### config.mk
export PLATFORM = sky130hd
export DESIGN_NAME = spu_div_cell
export DESIGN_NICKNAME = d
export VERILOG_FILES = /design/src/rtl/spu_pkg.sv /design/src/rtl/spu_div_cell.sv
export SDC_FILE = /design/constraint.sdc
export NUM_CORES = 1
export LEC_CHECK = 0
export ABC_CLOCK_PERIOD_IN_PS = 800
export BUFFER_PORTS_ARGS = -buffer_cell sky130_fd_sc_hd__buf_2
export CORE_MARGIN = 10
export CORE_UTILIZATION = 43
export DETAILED_ROUTE_END_ITERATION = 8
export PLACE_DENSITY_LB_ADDON = 0.08
export SLEW_MARGIN = 10
export SYNTH_ARGS = -nofsm -noshare
export SYNTH_HDL_FRONTEND = slang
export SYNTH_SLANG_ARGS = --single-unit
export TNS_END_PERCENT = 1
### constraint.sdc
create_clock -name clk -period 0.8 [get_ports clk]
set_input_delay 0.12 -clock clk [delete_from_list [all_inputs] [get_ports clk]]
set_output_delay 0.12 -clock clk [all_outputs]
set_load 0.02 [all_outputs]
### src/rtl/spu_pkg.sv
// Shared types, register indices and a saturation helper of the synapse
// plasticity update block. No dependencies.
package spu_pkg;

	localparam int FRAC_BITS_DEF = 8;
	localparam int SIG_W = 24;
	localparam int STR_W = 16;
	localparam int DEN_W = SIG_W + 1;
	// Widest dividend: a 16-bit gain times a 25-bit difference magnitude.
	localparam int PROD_W = STR_W + DEN_W;
	localparam int N_REGS = 8;
	localparam int IDX_W = 3;

	typedef enum logic [IDX_W-1:0] {
		REG_EARLY = 3'd0,
		REG_FIX = 3'd1,
		REG_ISTR = 3'd2,
		REG_IWEAK = 3'd3,
		REG_CHG = 3'd4,
		REG_MAXS = 3'd5,
		REG_MAXW = 3'd6,
		REG_DISC = 3'd7
	} reg_idx_t;

	typedef enum logic [1:0] {
		MODE_KEEP,
		MODE_EARLY,
		MODE_FIRED,
		MODE_SILENT
	} mode_t;

	typedef struct packed {
		logic has_recipient;
		logic stage_in;
		logic fired;
		logic signed [STR_W-1:0] strength_in;
		logic [SIG_W-1:0] current_signal;
		logic [SIG_W-1:0] best_signal;
	} in_t;

	typedef struct packed {
		logic signed [STR_W-1:0] strength_out;
		logic stage_out;
		logic detach_request;
		logic connect_request;
	} out_t;

	typedef struct packed {
		logic [15:0] early_window;
		logic [15:0] fixation_level;
		logic signed [15:0] initial_strengthen;
		logic signed [15:0] initial_weaken;
		logic [15:0] change_size;
		logic signed [15:0] max_strengthen;
		logic signed [15:0] max_weaken;
		logic signed [15:0] disconnect_level;
	} cfg_t;

	// Per-synapse data that rides alongside the divider.
	typedef struct packed {
		mode_t mode;
		logic stage;
		logic connect;
		logic neg;
		logic zero_best;
		logic signed [STR_W-1:0] strength;
		logic signed [STR_W-1:0] early_strength;
		logic early_detach;
	} ctx_t;

	function automatic logic signed [STR_W-1:0] sat17(input logic signed [STR_W:0] v);
		logic signed [STR_W-1:0] r;
		if (v[STR_W] != v[STR_W-1]) begin
			r = v[STR_W] ? {1'b1, {(STR_W-1){1'b0}}} : {1'b0, {(STR_W-1){1'b1}}};
		end else begin
			r = v[STR_W-1:0];
		end
		return r;
	endfunction

endpackage

### src/rtl/spu_div_cell.sv
// One restoring-division cell: produces one quotient bit per cycle while enabled and passes
// the partial remainder and the synapse context on. Depends on spu_pkg.
module spu_div_cell import spu_pkg::*; #(
	parameter int DW = DEN_W,
	parameter int NW = PROD_W
) (
	input  logic          clk,
	input  logic          arst_n,
	input  logic          en,
	input  logic          valid_i,
	input  ctx_t          ctx_i,
	input  logic [DW-1:0] den_i,
	input  logic [DW-1:0] rem_i,
	input  logic [NW-1:0] nq_i,
	output logic          valid_q,
	output ctx_t          ctx_q,
	output logic [DW-1:0] den_q,
	output logic [DW-1:0] rem_q,
	output logic [NW-1:0] nq_q
);

	logic [DW:0] trial;
	logic        ge;
	logic [DW:0] diff;

	assign trial = {rem_i, nq_i[NW-1]};
	assign ge = trial >= {1'b0, den_i};
	assign diff = trial - {1'b0, den_i};

	always_ff @(posedge clk or negedge arst_n) begin
		if (!arst_n) begin
			valid_q <= 1'b0;
		end else if (en) begin
			valid_q <= valid_i;
		end
	end

	always_ff @(posedge clk) begin
		if (en) begin
			ctx_q <= ctx_i;
			den_q <= den_i;
			rem_q <= ge ? diff[DW-1:0] : trial[DW-1:0];
			nq_q <= {nq_i[NW-2:0], ge};
		end
	end

endmodule

# After elaboration in Yosys (flattened, before gate mapping)

Index checks and enable logic that the tools add are counted.

Add/sub/neg operators: 1
Magnitude comparators: 1
Multiplexer cells: 1

Operators with widths:

| cell             | number |
|---|---|
| $ge A26 B25 Y1   | 1 |
| $mux W25         | 1 |
| $sub A25 B25 Y25 | 1 |

Register bits: 131
Bits of input ports: 134
Output and inout port bits: 131
Word-level logic and storage cells: 15

# Depth between registers and ports, before layout

Depth in word-level cells: 2
Mapped depth: 13
Depth with buffers taken out: 12

# Worst setup path before layout

No wires, ideal clock.

Path kind: input to register
Start point: in nq_i[40]
End point: reg rem_q[10] (data pin)
Setup time: 260 ps
Data arrival time: 2511 ps
Required time: 540 ps
Slack: -1972 ps
Cell stages on the path: 13
Buffers on the path: 1
Cells stage by stage: inv_1 ha_1 inv_1 fa_1 a21o_1 a221oi_4 o21ai_2 a221oi_2 o21ai_1 a21oi_2 o31ai_4 buf_6 mux2_4

Cells in the longest elaborated chain, start to end: 2
Elaborated cells on any way between the ends: 3
Those cells by class: add/sub: 1; order compare: 1; mux: 1

RTL lines:

| item                                                      | line                                   | text |
|---|---|---|
| start: declaration                                        | spu_div_cell.sv:14                     | `input logic [NW-1:0] nq_i,` |
| $sub A25 B25 Y25 / $ge A26 B25 Y1 (equally long branches) | spu_div_cell.sv:28, spu_div_cell.sv:27 |  |
| $mux W25 (*)                                              | spu_div_cell.sv:42                     | `rem_q <= ge ? diff[DW-1:0] : trial[DW-1:0];` |
| end signal: assignment                                    | spu_div_cell.sv:42                     |  |
| end: declaration                                          | spu_div_cell.sv:18                     | `output logic [DW-1:0] rem_q,` |

Every way passes the cells marked *; elsewhere a longest branch is shown, timed or not.
A chain may end at the register's enable or synchronous reset.

# Worst setup path after layout

Same ends and word-level chain as after synthesis.

==> Flow_metrics.wiki <==
{| class="wikitable"
! Metric !! Value
|-
| Vias in the first global route || 5333
|-
| Horizontal extent of the die || 136.1 um
|-
| Fin crit period || 2.458 ns
|-
| Share of synthesized area occupied by flip-flops and latches || 0.6773
|-
| Gr usage total || 0.2096
|-
| Total via count after detailed routing || 4985
|-
| Worst vdd rail ir drop || 1.264 mV
|-
| Beginning of the worst register-to-register path || valid_q$_DFFE_PN0P_
|-
| Hold path depth || 2
|-
| Actual transition at the worst max-transition pin || 0.3690 ns
|-
| Library cell contributing the largest single delay on the critical path || fa_2
|-
| Critical Path Most Common Cell || buf_12
|-
| Destination of the worst register-to-register timing path || valid_q$_DFFE_PN0P_
|-
| Number of clock sinks || 131
|-
| Leakage || 4.572 nW
|-
| Instance count of the mapped netlist || 375
|-
| Post-route clock skew || 0 ns
|-
| Design area || 10000 um^2
|-
| Share of final-layout standard cells stronger than drive strength 1 || 0.5000
|-
| Number of enable-type register cells in the synthesized netlist || 130
|-
| Die span in y || 136.1 um
|-
| CTS tree || done
|-
| Buffering stage count on the worst path with inverters included || 5
|-
| Worst setup slack for register-to-register paths || 0.04 ns
|-
| Largest area contributor in the synthesized netlist || edfxtp_1
|-
| Clock latency on the worst-skew pair || 0.41 ns
|-
| Overflow left after global routing || 0
|-
| List of cells traversed by the critical path || buf_12 -> inv_12 -> ha_4 -> inv_2 -> fa_2 -> a21o_1 -> a221oi_4 -> o21ai_2 -> a221oi_2 -> o21ai_1 -> a21oi_2 -> o31ai_4 -> buf_12 -> buf_12 -> mux2_4
|-
| Maximum operating frequency || 406.9 MHz
|-
| Synthesis warning total || 0
|-
| Critical path startpoint category || input port
|-
| Number of detailed-routing iterations run before antenna repair || 5
|-
| Final GP Congestion || 0.9019
|-
| Core Util, Final || 0.7553
|-
| Sum of negative setup slack || -76.85 ns
|-
| Worst Reg2Reg Path Length in Cells || 1
|-
| Post-detail-place hpwl || 13.95 mm
|-
| Post-route DRC || 0
|-
| Number of fillers in the final layout || 866
|-
| Violated checks || negative setup slack
|-
| Clk slew on worst S/H paths || 0.06 ns
|-
| Net total in the final layout || 1021
|-
| CTS Buf Count || 17
|-
| Area of the die || 18540 um^2
|-
| Summed instance area of the synthesized netlist || 5801 um^2
|-
| Worst EP required || 0.96 ns
|-
| Power Dens Cells || 2055 nW/um^2
|-
| Max capacitance violation total || 0
|-
| Crit path max fanout || 7
|-
| Clock Tree Root || clkbuf_16
|-
| Top area cells in the synthesized netlist || edfxtp_1 (67%), ha_1 (5.4%), mux2_4 (4.4%)
|-
| Fraction of synthesized cell area taken by the top area cell type || 0.6730
|-
| Row count || 42
|-
| Worst setup path class || input port to flop
|-
| Starting utilization of the core area || 0.4380
|-
| Run status || complete, but fails checks
|-
| Via density || 4.739
|-
| Post-synth ARST share || 0.007634
|-
| Final Cycle Share || 3.072
|-
| Hold Vio Cnt, Final || 0
|-
| FF+latch count, synth || 131
|-
| Relative slew slack || 0.7477
|-
| Mean routed wirelength per cell || 18.88 um
|-
| Remaining antenna violation count || 0
|-
| Hold crit path type || input port to flop
|-
| Synth cell types || 55
|-
| Primary flip-flop cell chosen by synthesis mapping || edfxtp_1
|-
| Syn Area/Cell || 15.47 um^2
|-
| Number of setup violations in the final report || 157
|-
| Net count after synthesis || 535
|-
| Antenna violations before repair || 2
|-
| Layout overhead on the synthesized area || 72.43%
|-
| Critical path arrival || 2.62 ns
|-
| Largest incremental delay on the critical path || 0.32 ns
|-
| Startpoint of the worst hold path || rem_i[14]
|-
| Placement Setup Slack || -2.154 ns
|-
| PortBufs || 264
|-
| Max Slew Vio Count || 0
|-
| Detailed Route WL || 19.87 mm
|-
| Buffer levels on the longest clock path || 2
|-
| Terminating pin of the worst hold path || rem_q[15]$_DFFE_PP_
|-
| Setup slack after layout || -1.658 ns
|-
| Placed cell area || 8128 um^2
|-
| Family of cells with the greatest summed delay on the critical path || compound AO/OA/AOI/OAI gates
|-
| Pin count of the biggest net entering global routing || 32
|-
| H-tree Lvls || 4
|-
| Drt initial violations || 210
|-
| Core footprint || 13240 um^2
|-
| Setup repair after global routing missed its margin || yes
|-
| First-pass GRT wire length || 29.53 mm
|-
| Crit end category || flop
|-
| Post-route total power || 0.02056 W
|-
| Top-level I/O count || 265
|}
## cell families after synthesis
group                      synth area share
buffers and inverters               0.03106
and+or+nand+nor                     0.04379
DFF                                  0.6773
muxes                               0.05932
xor gates and xnor gates            0.03020
adders and majority gates           0.05738
AOI/OAI and AO/OA                    0.1010
## power by group
part | internal (W) | total, W | switching (W)
clock network | 0.00400 | 0.00702 | 0.00302
registers | 0.00832 | 0.00852 | 0.000196
logic | 0.00252 | 0.00501 | 0.00249
total | 0.0148 | 0.0206 | 0.00571
## cell type report
class,instances,area [um^2],area share
Clock inverter,13,102.6,0.01026
Tap cell,176,220.2,0.02202
Timing Repair Buffer,477,3463,0.3463
Antenna cell,2,5.005,0.0005004
Multi-Input combinational cell,201,1713,0.1713
Clock buffer,19,432.9,0.04328
Inverter,33,136.4,0.01364
Sequential cell,131,3929,0.3928
## cells in the mapped netlist, types with 4 or more instances
cell,count
inv_1,33
edfxtp_1,130
ha_1,25
xor2_1,8
a31oi_1,4
clkbuf_1,5
nand4_1,4
mux2_2,7
xnor2_1,12
nand2_1,12
nand3_1,5
nor2_1,12
a21o_1,12
o21ai_0,10
a21oi_1,20
o21a_1,4
mux2_4,17
## how the worst max path moves through the flow
stage	startpoint	to	slack [ns]	depth (start not counted)
after floorplan	nq_i[40]	rem_q[10]$_DFFE_PP_	-1.96	13
after global placement	nq_i[40]	rem_q[10]$_DFFE_PP_	-2.12	14
after detailed placement	nq_i[40]	rem_q[10]$_DFFE_PP_	-2.15	14
after CTS	nq_i[40]	rem_q[10]$_DFFE_PP_	-1.67	15
after global routing	nq_i[40]	rem_q[21]$_DFFE_PP_	-1.81	15
final	nq_i[40]	rem_q[10]$_DFFE_PP_	-1.66	15
## state kept, by name, summed over array words and instances (netlist names)
signal	count
valid_q	1
rem_q	25
den_q	25
ctx_q	39
nq_q	41
## cell usage in the layout, fill, tap and decap left out, types with 3 or more instances in the layout
| cell type | instances |
|---|---|
| buf_12 | 6 |
| nand3_1 | 5 |
| buf_4 | 99 |
| nand2_1 | 12 |
| o21a_1 | 4 |
| o21ai_0 | 10 |
| nand2b_1 | 3 |
| a31oi_1 | 4 |
| nand4_1 | 4 |
| a21oi_1 | 20 |
| buf_2 | 238 |
| a21o_1 | 12 |
| dlygate4sd3_1 | 107 |
| xnor2_1 | 12 |
| edfxtp_1 | 130 |
| nor2b_1 | 3 |
| and2_1 | 3 |
| clkinvlp_4 | 5 |
| inv_1 | 31 |
| clkbuf_16 | 17 |
| a211oi_1 | 3 |
| ha_1 | 24 |
| mux2_4 | 17 |
| mux2_2 | 7 |
| buf_6 | 24 |
| inv_6 | 4 |
| nor2_1 | 12 |
| xor2_1 | 8 |
## metal layers
metal	GRT usage	share of wire
met1	0.2244	0.37
met2	0.3826	0.53
met3	0.06273	0.083
met4	0.07337	0.019
met5	0	0
## per-stage QoR
step	std cells	hold WS (ns)
floorplan	375	-0.1756
global placement	906	-0.1049
detailed placement	906	-0.1020
CTS	1050	0.005167
global route	1051	0.01728
finish	1052	0.02345
## repair_timing
action	4_1_cts	5_1_grt
gates resized for setup	15	38
hold endpoints to repair	106	0
setup buffers	3	0
setup endpoints to repair	157	157
hold buffers	107	0
gates cloned	2	0
pin swaps	9	1
No activity file was read; power rests on OpenSTA's default activity.
