### config.mk
export PLATFORM = sky130hd
export DESIGN_NAME = spu_front
export DESIGN_NICKNAME = d
export VERILOG_FILES = /design/src/rtl/spu_pkg.sv /design/src/rtl/spu_front.sv
export SDC_FILE = /design/constraint.sdc
export NUM_CORES = 1
export LEC_CHECK = 0
export BUFFER_PORTS_ARGS = -buffer_cell sky130_fd_sc_hd__buf_4
export CAP_MARGIN = 20
export CORE_MARGIN = 2
export CORE_UTILIZATION = 61
export DETAILED_ROUTE_END_ITERATION = 12
export PLACE_DENSITY = 0.94
export SLEW_MARGIN = 20
export SYNTH_ARGS = -nofsm -noshare
export SYNTH_HDL_FRONTEND = slang
export SYNTH_SLANG_ARGS = --single-unit
export TNS_END_PERCENT = 5
### constraint.sdc
create_clock -name clk -period 8 [get_ports clk]
set_input_delay 1.6 -clock clk [delete_from_list [all_inputs] [get_ports clk]]
set_output_delay 1.6 -clock clk [all_outputs]
set_load 0.02 [all_outputs]
### src/rtl/spu_pkg.sv
// Shared types, register indices and a saturation helper of the synapse
// plasticity update block. No dependencies.
package spu_pkg;

	localparam int FRAC_BITS_DEF = 8;
	localparam int SIG_W = 24;
	localparam int STR_W = 16;
	localparam int DEN_W = SIG_W + 1;
	// Widest dividend: a 16-bit gain times a 25-bit difference magnitude.
	localparam int PROD_W = STR_W + DEN_W;
	localparam int N_REGS = 8;
	localparam int IDX_W = 3;

	typedef enum logic [IDX_W-1:0] {
		REG_EARLY = 3'd0,
		REG_FIX = 3'd1,
		REG_ISTR = 3'd2,
		REG_IWEAK = 3'd3,
		REG_CHG = 3'd4,
		REG_MAXS = 3'd5,
		REG_MAXW = 3'd6,
		REG_DISC = 3'd7
	} reg_idx_t;

	typedef enum logic [1:0] {
		MODE_KEEP,
		MODE_EARLY,
		MODE_FIRED,
		MODE_SILENT
	} mode_t;

	typedef struct packed {
		logic has_recipient;
		logic stage_in;
		logic fired;
		logic signed [STR_W-1:0] strength_in;
		logic [SIG_W-1:0] current_signal;
		logic [SIG_W-1:0] best_signal;
	} in_t;

	typedef struct packed {
		logic signed [STR_W-1:0] strength_out;
		logic stage_out;
		logic detach_request;
		logic connect_request;
	} out_t;

	typedef struct packed {
		logic [15:0] early_window;
		logic [15:0] fixation_level;
		logic signed [15:0] initial_strengthen;
		logic signed [15:0] initial_weaken;
		logic [15:0] change_size;
		logic signed [15:0] max_strengthen;
		logic signed [15:0] max_weaken;
		logic signed [15:0] disconnect_level;
	} cfg_t;

	// Per-synapse data that rides alongside the divider.
	typedef struct packed {
		mode_t mode;
		logic stage;
		logic connect;
		logic neg;
		logic zero_best;
		logic signed [STR_W-1:0] strength;
		logic signed [STR_W-1:0] early_strength;
		logic early_detach;
	} ctx_t;

	function automatic logic signed [STR_W-1:0] sat17(input logic signed [STR_W:0] v);
		logic signed [STR_W-1:0] r;
		if (v[STR_W] != v[STR_W-1]) begin
			r = v[STR_W] ? {1'b1, {(STR_W-1){1'b0}}} : {1'b0, {(STR_W-1){1'b1}}};
		end else begin
			r = v[STR_W-1:0];
		end
		return r;
	endfunction

endpackage

### src/rtl/spu_front.sv
// Front stages: case decode and early step (stage 1), dividend and divisor
// selection with the gain multiply (stage 2). Depends on spu_pkg.
module spu_front import spu_pkg::*; #(
	parameter int FRAC_BITS = FRAC_BITS_DEF,
	parameter int NW = PROD_W
) (
	input  logic             clk,
	input  logic             arst_n,
	input  logic             en,
	input  logic             in_valid,
	input  in_t              in_data,
	input  cfg_t             cfg,
	output logic             valid_s2,
	output ctx_t             ctx_s2,
	output logic [NW-1:0]    num_s2,
	output logic [DEN_W-1:0] den_s2
);

	localparam int CW = (SIG_W > 16 + FRAC_BITS) ? SIG_W : 16 + FRAC_BITS;

	logic [CW-1:0]          best_c;
	logic [CW-1:0]          fix_c;
	logic [CW-1:0]          early_c;
	logic                   stage_c;
	logic                   early_hit;
	logic signed [STR_W:0]  early_sum;
	logic signed [STR_W-1:0] early_sat;
	logic signed [SIG_W+1:0] diff;
	ctx_t                   ctx_c;

	logic                   valid_s1;
	ctx_t                   ctx_s1;
	logic [DEN_W-1:0]       absdiff_s1;
	logic [SIG_W-1:0]       cur_s1;
	logic [SIG_W-1:0]       best_s1;

	logic [PROD_W-1:0]      prod;

	always_comb begin
		best_c = CW'(in_data.best_signal);
		fix_c = CW'(cfg.fixation_level) << FRAC_BITS;
		early_c = CW'(cfg.early_window) << FRAC_BITS;
		stage_c = in_data.stage_in | (best_c > fix_c);
		early_hit = best_c < early_c;
		early_sum = {in_data.strength_in[STR_W-1], in_data.strength_in}
			+ (in_data.fired ? {cfg.initial_strengthen[15], cfg.initial_strengthen}
				: {cfg.initial_weaken[15], cfg.initial_weaken});
		early_sat = sat17(early_sum);
		diff = $signed({1'b0, in_data.current_signal, 1'b0})
			- $signed({2'b00, in_data.best_signal});

		ctx_c.stage = stage_c;
		ctx_c.connect = !in_data.has_recipient;
		ctx_c.strength = in_data.strength_in;
		ctx_c.early_strength = early_sat;
		ctx_c.early_detach = !in_data.fired && (early_sat < cfg.disconnect_level);
		ctx_c.zero_best = in_data.best_signal == '0;
		if (!in_data.has_recipient || stage_c) begin
			ctx_c.mode = MODE_KEEP;
		end else if (early_hit) begin
			ctx_c.mode = MODE_EARLY;
		end else if (in_data.fired) begin
			ctx_c.mode = MODE_FIRED;
		end else begin
			ctx_c.mode = MODE_SILENT;
		end
		// The silent rule always takes the quotient as a non-positive amount.
		ctx_c.neg = in_data.fired ? diff[SIG_W+1] : 1'b1;
	end

	always_ff @(posedge clk or negedge arst_n) begin
		if (!arst_n) begin
			valid_s1 <= 1'b0;
			valid_s2 <= 1'b0;
		end else if (en) begin
			valid_s1 <= in_valid;
			valid_s2 <= valid_s1;
		end
	end

	assign prod = PROD_W'(cfg.change_size) * PROD_W'(absdiff_s1);

	always_ff @(posedge clk) begin
		if (en) begin
			ctx_s1 <= ctx_c;
			absdiff_s1 <= diff[SIG_W+1] ? DEN_W'(-diff) : DEN_W'(diff);
			cur_s1 <= in_data.current_signal;
			best_s1 <= in_data.best_signal;

			ctx_s2 <= ctx_s1;
			if (ctx_s1.mode == MODE_FIRED) begin
				num_s2 <= NW'(prod);
				den_s2 <= DEN_W'(cur_s1) + DEN_W'(1);
			end else begin
				num_s2 <= NW'(cur_s1) << FRAC_BITS;
				den_s2 <= DEN_W'(best_s1);
			end
		end
	end

endmodule

# Word level (Yosys, flattened, before mapping)
# Cells that the tools add are included.
[word_totals]
register_bits = 219
inputBits = 199
output_inout_bits = 106
[classes]
eq_ne = 2
n_addsub = 4
muxes = 8
mul = 1
n_reduce_logical = 6
bitwise = 1
order_cmp = 3
[op_table]
columns = ["operator", "n"]
rows = [
  ["16-bit by 25-bit multiplier with 41-bit output", 1],
  ["16-bit two-way mux", 2],
  ["32-bit two-way mux", 1],
  ["25-bit by 24-bit subtractor with 26-bit output", 1],
  ["24-bit by 1-bit adder with 25-bit output (second input constant)", 1],
  ["25-bit two-way mux", 1],
  ["25-bit negation", 1],
  ["24-bit greater-than comparator", 1],
  ["24-bit logical NOT", 1],
  ["24-bit < comparator", 1],
  ["24-bit two-way mux", 1],
  ["17-bit adder", 1],
  ["17-bit two-way mux", 1],
  ["16-bit < comparator", 1],
  ["2-bit equality test (second input constant)", 1],
  ["1-bit logical NOT", 2],
  ["1-bit two-way mux", 2],
  ["2-bit OR reduction", 1],
  ["1-bit logical AND", 1],
  ["1-bit logical OR", 1],
  ["1-bit inequality test", 1],
  ["1-bit bitwise OR", 1],
]

# Depth between registers and ports, before layout
[logic_depth]
depth_word = 6
depth_mapped = 25
ltp_nobuf = 24

# Worst setup path before layout
# No wires, ideal clock.
[synth_path]
kind = "input to register"
start = "in cfg[57] (netlist name)"
end = "reg num_s2[40], data pin"
slack_ns = 0.182
stages = 25
arrival_ns = 7.548
t_required_ns = 7.730
path_buffers = 2
path_cell_list = "clkbuf_1 -> clkbuf_1 -> nand2_1 -> fa_1 -> inv_1 -> fa_1 -> inv_1 -> fa_1 -> inv_1 -> fa_1 -> fa_1 -> inv_1 -> fa_1 -> inv_1 -> ha_1 -> a21o_1 -> a21oi_1 -> nor2b_1 -> a311oi_1 -> a31oi_1 -> o41a_1 -> and4_1 -> o2111ai_1 -> a21o_1 -> a21oi_1"
[synth_between]
elab_chain_len = 1
[synth_lines]
columns = ["item", "line", "text"]
rows = [
  ["start: declaration", "spu_front.sv:12", "input cfg_t cfg,"],
  ["16-bit by 25-bit multiplier with 41-bit output", "spu_front.sv:81", "assign prod = PROD_W'(cfg.change_size) * PROD_W'(absdiff_s1);"],
  ["end signal: assignment", "spu_front.sv:92", "num_s2 <= NW'(prod);"],
  ["end signal: assignment", "spu_front.sv:95", "num_s2 <= NW'(cur_s1) << FRAC_BITS;"],
  ["end: declaration", "spu_front.sv:15", "output logic [NW-1:0] num_s2,"],
]
# No other way between the ends.
# A chain may end at the register's enable or synchronous reset.

# Worst setup path after layout
[layout_path]
start = "in cfg[49] (netlist name)"
end = "reg num_s2[38], data pin"
# Same word-level chain as after synthesis.

==> run metrics <==
register area=6540 um^2; gr busiest metal=met2; die width=204 um; final cell utilization of the core=71.4%; type of origin of the critical path=input port; routed vias=19600; WP data required=8.28 ns; Synth Register Bits=218; Crit. End Element=flop; drt first pass iters=6; Setup Skew=0.0126 ns; fin worst setup slack=0.207 ns; Max Fclk=128 MHz; first-pass GRT wire length=109000 um; cell taking the most area after synthesis=edfxtp_1; fraction of registers with async set/reset=0.917%; Synth area leaders=edfxtp_1, fa_1, ha_1, inv_1, nand2_1; met1 Usage GRT=38.3%; Mapped Avg Cell Area=9.86 um^2; GP Congestion=0.943; worst slack, placed=-0.260 ns; period utilisation layout=97.4%; Setup violations, final=0; CTS hold repair buffers=0; vias in the first global route=21400; met2 Use GR=58.0%; Mapped Nets=3198; Routed WL=66900 um; die area=41700 um^2; Worst Tran Pin Value=1.14 ns; crit path DAT=8.08 ns; CP Max Fanout=10; Vias/cell=5.91; Initial DRC Count=1623; Multi-input gate area=15800 um^2; DRT antenna net count=0; status=finished, final reports clean; hpwl dp=52500 um; core area=39600 um^2; sequential area share after synthesis=26.8%; CTS H-tree depth=1; total gr overflow=0; post-route DRC violation count=0; largest net degree at the start of global routing=137; WL per Instance=20.1 um; Setup CP Type=input port to flop; RSZ-0062 raised after global routing=no; initial antenna violation count=1; dominant synthesized flop cell=edfxtp_1; filler cell count=2513; n_diodes=0; Cell variety after synth=73; Initial Util=61.6%; worst-skew pair later-pin latency=0.54 ns; Layout Nets=3502; Yosys Warn Count=0; Post-CTS Setup Bufs=0; met3 Track Usage GR=7.91%; minimum clock period=7.79 ns; top-area cell type share of the netlist area=26.6%; Slew HR=24.3%; Clock Pin Slew Worst Setup and Hold Paths=0.06 ns; WHS=0.418 ns; layout cells sized above 1=16.1%; clock sink count=218; HP Class=flop to flop; Chip Height=204 um; Cells after Synth=2477; Max Cap Violations=0; Global Route Usage Sum=33.1%; I/O Pins=305; max-slew violations=0; root buffer cell=clkbuf_16; number of synthesized flops with an enable pin=216; Netlist Area Pre-Place=24400 um^2; # rows=73; CTS resizes=0; CTS tree=yes; IO Port Bufs=272; Max Root-Sink Buffers=3; Area Overhead vs Synth=15.9%; Fin. Hold Viols=0; CTS buffer count=25
==> Yosys cell counts, drive strengths merged (5+ instances only) <==
library cell    n
a21oi          74
o21a           23
xnor2          57
a31oi          10
nor3           23
edfxtp        216
and3           11
mux2           18
a21o           47
and2          176
nand2         348
nand4          18
clkbuf         83
ha            200
nor4           16
o21ai         101
xor2           47
o21bai          5
nand2b         18
nor2           57
or3            10
o31a            6
o2111ai         7
inv           455
nor2b          12
fa            322
or2             7
buf             7
o211ai          7
a211oi         13
o31ai           7
nand3          28
nand3b          6
==> worst max-delay path, stage by stage <==
cell	delay, ns
buf_4	0.19
nand2_1	0.10
fa_1	0.54
inv_1	0.08
fa_1	0.49
inv_1	0.05
fa_1	0.52
inv_1	0.06
fa_1	0.46
fa_1	0.55
inv_1	0.07
fa_1	0.55
inv_1	0.05
ha_1	0.32
a21o_1	0.19
a21oi_1	0.14
nor2b_1	0.06
a311oi_1	0.38
buf_4	0.19
a31oi_1	0.12
o41a_1	0.51
and4_1	0.30
o21ai_0	0.23
xor2_1	0.23
nor2_1	0.07
==> cells in the final DEF (no fill, tap or decap), types with 12 or more instances in the layout <==
cell type,instances
clkbuf_16,25
nor2_1,57
a211oi_1,12
mux2_2,18
o21a_1,23
xor2_1,47
nor4_1,16
edfxtp_1,216
fa_1,322
inv_1,455
nor2b_1,12
buf_4,365
a21oi_1,74
nand2_1,347
nor3_1,22
nand2b_1,17
o21ai_0,95
and2_1,175
nand4_1,18
xnor2_1,57
nand3_1,28
ha_1,200
a21o_1,47
==> kinds of logic after synthesis <==
kind of cell | after synthesis | share of synthesized area (%)
mux | 20 | 0.912
fa+ha+maj | 523 | 36.7
xor+xnor | 104 | 3.73
buf+inv | 545 | 8.49
simple gates | 742 | 14.8
compound gates | 325 | 8.60
flops | 218 | 26.8
==> final timing paths <==
kind                          startpoint          to  slack, ns  depth (start not counted)
min                           ctx_s1[29]  ctx_s2[29]       0.42                          0
max                              cfg[49]  num_s2[38]       0.21                         25
max reg2reg                absdiff_s1[8]  num_s2[38]       0.54                         22
min reg2reg                   ctx_s1[29]  ctx_s2[29]       0.42                          0
min in group asynchronous         arst_n    valid_s1       0.83                          1
max in group asynchronous         arst_n    valid_s2       7.08                          1
==> through the flow <==
step / instance area (um^2) / instances / TNS (ns)
final: 28300 / 3325 / 0
after global routing: 28300 / 3325 / 0
after CTS: 28300 / 3325 / 0
after detailed placement: 27500 / 3279 / -0.854
after global placement: 27500 / 3279 / -0.476
after floorplan: 24400 / 2477 / 0
==> per-layer routing <==
metal | part of all wire (%) | up-vias
met5 | 0.016 | -
met4 | 5.1 | 2
met3 | 9.6 | 286
met2 | 51 | 1100
met1 | 35 | 9685
li1 | - | 8572
==> sequential cells by signal, summed over array words and instances, names as in the netlist <==
signal      cells
absdiff_s1     25
cur_s1         24
valid_s1        1
ctx_s1         39
best_s1        23
num_s2         41
valid_s2        1
ctx_s2         39
den_s2         25
==> layout make-up <==
class,instances,area share [%]
Timing Repair Buffer,367,9.80
Tap cell,525,2.32
Sequential cell,218,23.1
Clock buffer,28,2.25
Clock inverter,18,0.650
Inverter,455,6.03
Multi-Input combinational cell,1714,55.9
Power is not shown: default switching activity piles up to over one toggle a cycle in this logic, so the estimate is an artifact.
